### src/rlp_pkg.sv
package rlp_pkg;

   // field widths fixed by the interface
   localparam int SymbolWidth = 16;
   localparam int CountWidth  = 3;
   localparam int CsrIdxWidth = 3;
   localparam int LabelCount  = 4;

   // configuration register indexes
   localparam logic [CsrIdxWidth-1:0] CsrMaxReps     = 3'd0;
   localparam logic [CsrIdxWidth-1:0] CsrLabelOne    = 3'd1;
   localparam logic [CsrIdxWidth-1:0] CsrLabelTwo    = 3'd2;
   localparam logic [CsrIdxWidth-1:0] CsrLabelThree  = 3'd3;
   localparam logic [CsrIdxWidth-1:0] CsrLabelFour   = 3'd4;

   // repeat counts that select a label
   localparam logic [CountWidth-1:0] CountOne   = 3'd1;
   localparam logic [CountWidth-1:0] CountTwo   = 3'd2;
   localparam logic [CountWidth-1:0] CountThree = 3'd3;
   localparam logic [CountWidth-1:0] CountFour  = 3'd4;

   typedef struct packed {
      logic [SymbolWidth-1:0] token;
      logic                   seq_end;
   } rlp_req_type;

   typedef struct packed {
      logic [SymbolWidth-1:0] symbol;
      logic                   final_res;
   } rlp_rsp_type;

endpackage

### src/repeat_label_packer.sv
// channel  | ports                              | direction | transfer when
// ---------+------------------------------------+-----------+---------------------
// request  | req_valid, req_stall, req_data     | in        | valid && !stall
// response | rsp_valid, rsp_stall, rsp_data     | out       | valid && !stall
// csr      | csr_valid, csr_ready, csr_index/data | in      | valid && ready
//
// One request per cycle is taken while req_stall is low; it is held in the input register
// and its results are written to a two-entry output queue when it advances.
// A label-then-token request waits until the queue is empty after this cycle's pop.
// Reset (synchronous) clears the registers, the run state and the queue.
// The request side stalls while the held request has more results than the queue can take.
module repeat_label_packer #(
   parameter int MAX_REPEATS = 4,
   parameter int TOKEN_WIDTH = 16
) (
   input  logic                                  clock,
   input  logic                                  reset,
   input  logic                                  req_valid,
   output logic                                  req_stall,
   input  rlp_pkg::rlp_req_type                  req_data,
   output logic                                  rsp_valid,
   input  logic                                  rsp_stall,
   output rlp_pkg::rlp_rsp_type                  rsp_data,
   input  logic                                  csr_valid,
   output logic                                  csr_ready,
   input  logic [rlp_pkg::CsrIdxWidth-1:0]       csr_index,
   input  logic [rlp_pkg::SymbolWidth-1:0]       csr_data
);
   import rlp_pkg::*;

   localparam int CmpWidth = (TOKEN_WIDTH < SymbolWidth) ? TOKEN_WIDTH : SymbolWidth;
   localparam int LimCap   = (MAX_REPEATS < LabelCount) ? MAX_REPEATS : LabelCount;

   // configuration registers
   logic [CountWidth-1:0]  max_reps_ff, max_reps_in;
   logic [SymbolWidth-1:0] label_ff [LabelCount];
   logic [SymbolWidth-1:0] label_in [LabelCount];

   // input register
   logic        in_valid_ff, in_valid_in;
   rlp_req_type in_item_ff, in_item_in;

   // run state
   logic [CmpWidth-1:0]   prev_ff, prev_in;
   logic                  prev_valid_ff, prev_valid_in;
   logic [CountWidth-1:0] count_ff, count_in;

   // output queue
   rlp_rsp_type q_ff [2];
   rlp_rsp_type q_in [2];
   logic [1:0]  q_cnt_ff, q_cnt_in;

   logic                  accept, advance, pop, is_rep, last;
   logic [CmpWidth-1:0]   tok;
   logic [CountWidth-1:0] lim, sel_count;
   logic [SymbolWidth-1:0] label_sel, tok_sym;
   rlp_rsp_type           r0, r1;
   logic [1:0]            n_res, base;
   logic [2:0]            fill;

   // configuration writes
   assign csr_ready = 1'b1;

   always_comb begin
      max_reps_in = max_reps_ff;
      label_in    = label_ff;
      if (csr_valid) begin
         unique case (csr_index)
            CsrMaxReps:    max_reps_in = csr_data[CountWidth-1:0];
            CsrLabelOne:   label_in[0] = csr_data;
            CsrLabelTwo:   label_in[1] = csr_data;
            CsrLabelThree: label_in[2] = csr_data;
            CsrLabelFour:  label_in[3] = csr_data;
            default: ;
         endcase
      end
   end

   // label lookup for one count
   always_comb begin
      case (sel_count)
         CountOne:   label_sel = label_ff[0];
         CountTwo:   label_sel = label_ff[1];
         CountThree: label_sel = label_ff[2];
         CountFour:  label_sel = label_ff[3];
         default:    label_sel = '0;
      endcase
   end

   // result computation on the registered item
   assign tok     = in_item_ff.token[CmpWidth-1:0];
   assign tok_sym = SymbolWidth'(tok);
   assign last    = in_item_ff.seq_end;
   assign lim     = (max_reps_ff > CountWidth'(LimCap)) ? CountWidth'(LimCap) : max_reps_ff;
   assign is_rep  = prev_valid_ff && (tok == prev_ff) && (count_ff < lim);
   assign sel_count = is_rep ? count_ff + CountWidth'(1) : count_ff;

   always_comb begin
      r0 = '{symbol: tok_sym, final_res: last};
      r1 = '{symbol: tok_sym, final_res: last};
      if (is_rep) begin
         r0    = '{symbol: label_sel, final_res: 1'b1};
         n_res = last ? 2'd1 : 2'd0;
      end else if (count_ff != '0) begin
         r0    = '{symbol: label_sel, final_res: 1'b0};
         n_res = 2'd2;
      end else begin
         n_res = 2'd1;
      end
   end

   // queue space and handshakes
   assign rsp_valid = (q_cnt_ff != 2'd0);
   assign rsp_data  = q_ff[0];
   assign pop       = rsp_valid && !rsp_stall;
   assign base      = q_cnt_ff - {1'b0, pop};
   assign fill      = {1'b0, base} + {1'b0, n_res};
   assign advance   = in_valid_ff && (fill <= 3'd2);
   assign req_stall = in_valid_ff && !advance;
   assign accept    = req_valid && !req_stall;

   always_comb begin
      in_valid_in = accept || (in_valid_ff && !advance);
      in_item_in  = accept ? req_data : in_item_ff;
   end

   // run state update
   always_comb begin
      prev_in       = prev_ff;
      prev_valid_in = prev_valid_ff;
      count_in      = count_ff;
      if (advance) begin
         if (last) begin
            prev_in       = '0;
            prev_valid_in = 1'b0;
            count_in      = '0;
         end else if (is_rep) begin
            count_in = count_ff + CountWidth'(1);
         end else begin
            prev_in       = tok;
            prev_valid_in = 1'b1;
            count_in      = '0;
         end
      end
   end

   // queue shift and fill
   always_comb begin
      q_in = q_ff;
      if (pop) begin
         q_in[0] = q_ff[1];
      end
      if (advance) begin
         case (base)
            2'd0: begin
               q_in[0] = r0;
               q_in[1] = r1;
            end
            2'd1: q_in[1] = r0;
            default: ;
         endcase
      end
      q_cnt_in = advance ? fill[1:0] : base;
   end

   always_ff @(posedge clock) begin
      if (reset) begin
         max_reps_ff   <= '0;
         label_ff      <= '{default: '0};
         in_valid_ff   <= 1'b0;
         prev_ff       <= '0;
         prev_valid_ff <= 1'b0;
         count_ff      <= '0;
         q_cnt_ff      <= '0;
      end else begin
         max_reps_ff   <= max_reps_in;
         label_ff      <= label_in;
         in_valid_ff   <= in_valid_in;
         prev_ff       <= prev_in;
         prev_valid_ff <= prev_valid_in;
         count_ff      <= count_in;
         q_cnt_ff      <= q_cnt_in;
      end
   end

   // payload registers
   always_ff @(posedge clock) begin
      in_item_ff <= in_item_in;
      q_ff       <= q_in;
   end

   // checks
   a_queue_bound: assert property (@(posedge clock) disable iff (reset)
      q_cnt_ff <= 2'd2)
      else $error("output queue overfilled");

   a_count_bound: assert property (@(posedge clock) disable iff (reset)
      count_ff <= CountWidth'(LabelCount))
      else $error("repeat count beyond label range");

   a_end_clears: assert property (@(posedge clock) disable iff (reset)
      advance && last |=> !prev_valid_ff && (count_ff == '0))
      else $error("run state not cleared after sequence end");

   a_full_stalls: assert property (@(posedge clock) disable iff (reset)
      in_valid_ff && (q_cnt_ff == 2'd2) && rsp_stall && (n_res != 2'd0) |-> req_stall)
      else $error("request taken while queue blocked");

endmodule

### config.mk
export PLATFORM = sky130hd
export DESIGN_NAME = repeat_label_packer
export DESIGN_NICKNAME = d
export VERILOG_FILES = /design/src/rlp_pkg.sv /design/src/repeat_label_packer.sv
export SDC_FILE = /design/constraint.sdc
export NUM_CORES = 1
export LEC_CHECK = 0
export BUFFER_PORTS_ARGS = -buffer_cell sky130_fd_sc_hd__buf_2
export CAP_MARGIN = 40
export CORE_MARGIN = 8
export CORE_UTILIZATION = 55
export DETAILED_ROUTE_END_ITERATION = 12
export HOLD_SLACK_MARGIN = 0.1
export MAX_ROUTING_LAYER = met4
export PLACE_DENSITY = 0.73
export RECOVER_POWER = 50
export SLEW_MARGIN = 20
export SYNTH_ARGS = -nofsm -noshare
export SYNTH_HDL_FRONTEND = slang
export SYNTH_SLANG_ARGS = --single-unit
### constraint.sdc
create_clock -name clock -period 5.7 [get_ports clock]
set_input_delay 0.855 -clock clock [delete_from_list [all_inputs] [get_ports clock]]
set_output_delay 0.855 -clock clock [all_outputs]
set_load 0.01 [all_outputs]
==> results.cfg <==
[cells_and_area]
fill_cells = 1045
syn2layout_area_growth_pct = 13.1
seqCellArea_sq_um = 3160
multi_input_area_sq_um = 3000
n_antenna_cell = 0
drive_above_1_share = 0.124
finalNetCount = 846
fin_util = 0.631

[placed_design]
gp_congestion = 0.864
dpl.hpwl_mm = 12.2
io_buffer_count = 59
preCtsSetupSlack_ns = 0.554

[critical_path]
reg2reg_depth = 19
arrival_ns = 5.54
critPathLaunchType = register
worstPathMaxFanout = 20
timing.rr.start = count_ff[2]
cp_top_family = simple AND/OR/NAND/NOR gates
worstPathRequired_ns = 6.04
worst_path_max_delay_cell = or4b_1
crit_type = reg -> reg
cp_cell_sequence = ha_1, o21ai_0, nor2_1, or4b_1, nor2_2, nand2_1, o21ai_0, ha_1, inv_1, fa_1, inv_1, a21boi_0, nand2_1, nor3_2, buf_4, o211ai_1, buf_4, or2_1, o221ai_1
cp_slowest_stage_delay_ns = 0.69
end_kind = register
cp_num_buf_inv = 4
r2r-end = rsp_data[1]
r2r_slack_ns = 0.50
startpoint = count_ff[2]

[routing]
wire_per_inst_um = 18.4
ant_nets = 0
routed_via_density = 5.98
vias = 5718
drt_first_pass_iters = 5
drc = 0
drt-initial-drc-count = 709
wl_mm = 17.6

[sta]
finalSetupViolations = 0
finalHoldViolCount = 0
worst_pin_slew_ns = 0.855
final.setup.worst_slack_ns = 0.497
fmax_ghz = 0.192
fin_crit_ns = 5.20
slew_headroom = 0.430
final.period_utilization = 0.913
rsz0062_at_grt = false
fin_setup_tns_ns = 0
slew_violations = 0
finClkSkew_ns = 0.00605

[synthesis]
yosysMostFrequentCell = nand2_1
synth_area_leaders = dfxtp_1 32%, edfxtp_1 15%, nand2_1 12%, a21oi_1 7.5%, a22oi_1 3.5%
ys_async_sr_fraction = 0
synth_seq_area_share = 0.478
yosysTopAreaCell = dfxtp_1
synth_area_sq_um = 6620
synth_edf_count = 34
synthCells = 770
synth_warnings = 0
synth.avg_cell_area_sq_um = 8.60
synth-seq-cells = 141
synth_fp_nets = 820
synth_top_cell_area_share = 0.324
synthFlopType = dfxtp_1
synth_common_cells = 203 x nand2_1, 107 x dfxtp_1, 99 x a21oi_1
yosysUniqueCellTypes = 61

[global_route]
overflow = 0
antenna_found_initial = 0
grt_first_pass_wirelength_mm = 28.6
grt_usage = 0.233
grt_max_degree = 68
grt_pass1_vias = 5547

[status]
status = finished, final reports clean

[power]
power.total_w = 0.00328
power.leakage_nw = 2.60
power.density_nw_per_um2 = 438
vdd_ir_drop_max_mv = 0.238

[clock_tree]
holdBufCountCts = 0
cts_sinks = 141
cts_buffer_depth = 2
cts_setup_buffers = 0
cts_tree = done
cts_buffers = 17
path_clk_slew_ns = 0.06
insertion_delay_ns = 0.43
clock-root-buffer = clkbuf_16
h-tree-depth = 4
cts_resized = 0

[floorplan]
die_height_um = 126
die_area_sq_um = 15800
placementRows = 40
num_io_pins = 61
die_w_um = 126
core_area_sq_um = 11900
initial_core_util = 0.558

[worst_hold_path]
holdPathStages = 2
hold_start = label_ff[33]
hold_path_class = reg -> reg
hold_end = label_ff[33]

[job]
cap_violations = 0
[per-layer routing]
| layer | wire [um] | global-route usage | vias up |
|---|---|---|---|
| li1 | - | - | 2717 |
| met1 | 8000 | 0.299 | 2736 |
| met2 | 8010 | 0.355 | 240 |
| met3 | 1260 | 0.0502 | 25 |
| met4 | 313 | 0.0860 | 0 |
| met5 | 0 | - | - |
[per-stage QoR]
stage               std cells  area [sq um]  hold slack (ns)
floorplan                 770          6620            0.436
global placement          921          6860            0.442
detailed placement        923          6890            0.447
CTS                       955          7500            0.454
global route              956          7480            0.469
finish                    956          7480            0.455
[layout make-up]
class,count,share of cell area
clock inverter,4,0.00619
inverter,32,0.0161
sequential,141,0.423
clock buffer,28,0.0746
tap,147,0.0246
multi-input combinational,529,0.401
timing repair buffer,75,0.0552
[registers in the layout, indices dropped and copies added, names as in the netlist]
signal / cells
label_ff: 64
q_ff: 17
rsp_data: 17
prev_ff: 16
tok: 16
count_ff: 3
max_reps_ff: 3
q_cnt_ff: 2
in_valid_ff: 1
last: 1
prev_valid_ff: 1
[cells in the final DEF (no fill, tap or decap), types with 7 or more instances in the layout]
cell / Yosys / routed
o221ai_1: 19 / 19
edfxtp_1: 34 / 34
dfxtp_1: 107 / 107
ha_1: 8 / 8
o21ai_0: 9 / 9
xnor2_1: 15 / 15
a22oi_1: 31 / 31
clkbuf_8: 0 / 7
buf_2: 3 / 38
clkbuf_1: 43 / 24
a21oi_1: 99 / 99
clkbuf_16: 0 / 18
buf_4: 18 / 14
nor2_1: 32 / 32
nand2_1: 203 / 203
inv_1: 30 / 30
o221ai_2: 9 / 9
a2bb2oi_1: 14 / 14
[logic make-up (layout without fill, tap and decap cells)]
family / after synthesis / after routing / synth area share
AOI/OAI and AO/OA: 211 / 211 / 0.218
xor gates and xnor gates: 18 / 18 / 0.0238
and+or+nand+nor: 283 / 283 / 0.181
other: 1 / 1 / 0.000567
muxes: 7 / 7 / 0.0110
adders and majority gates: 9 / 9 / 0.0181
DFF: 141 / 141 / 0.478
buffers and inverters: 100 / 139 / 0.0698
[worst min-delay path, cell delays in order (launching register included)]
cell,delay (ns)
dfxtp_1,0.30
nand2_1,0.05
a21oi_1,0.05
[power by group]
| part | internal, W | switching (W) |
|---|---|---|
| Clock | 0.000707 | 0.000402 |
| Combinational | 0.000327 | 0.000528 |
| Sequential | 0.00121 | 0.000106 |
| Total | 0.00224 | 0.00104 |
[worst max-delay path by stage]
stage / end / slack [ns] / depth (start not counted)
detailed placement: rsp_data[1] / 0.55 / 19
global route: rsp_data[1] / 0.12 / 19
finish: rsp_data[1] / 0.50 / 19
global placement: rsp_data[4] / 0.70 / 19
CTS: rsp_data[1] / 0.53 / 19
floorplan: rsp_data[10] / 0.96 / 17
(Power assumes the default switching activity.)
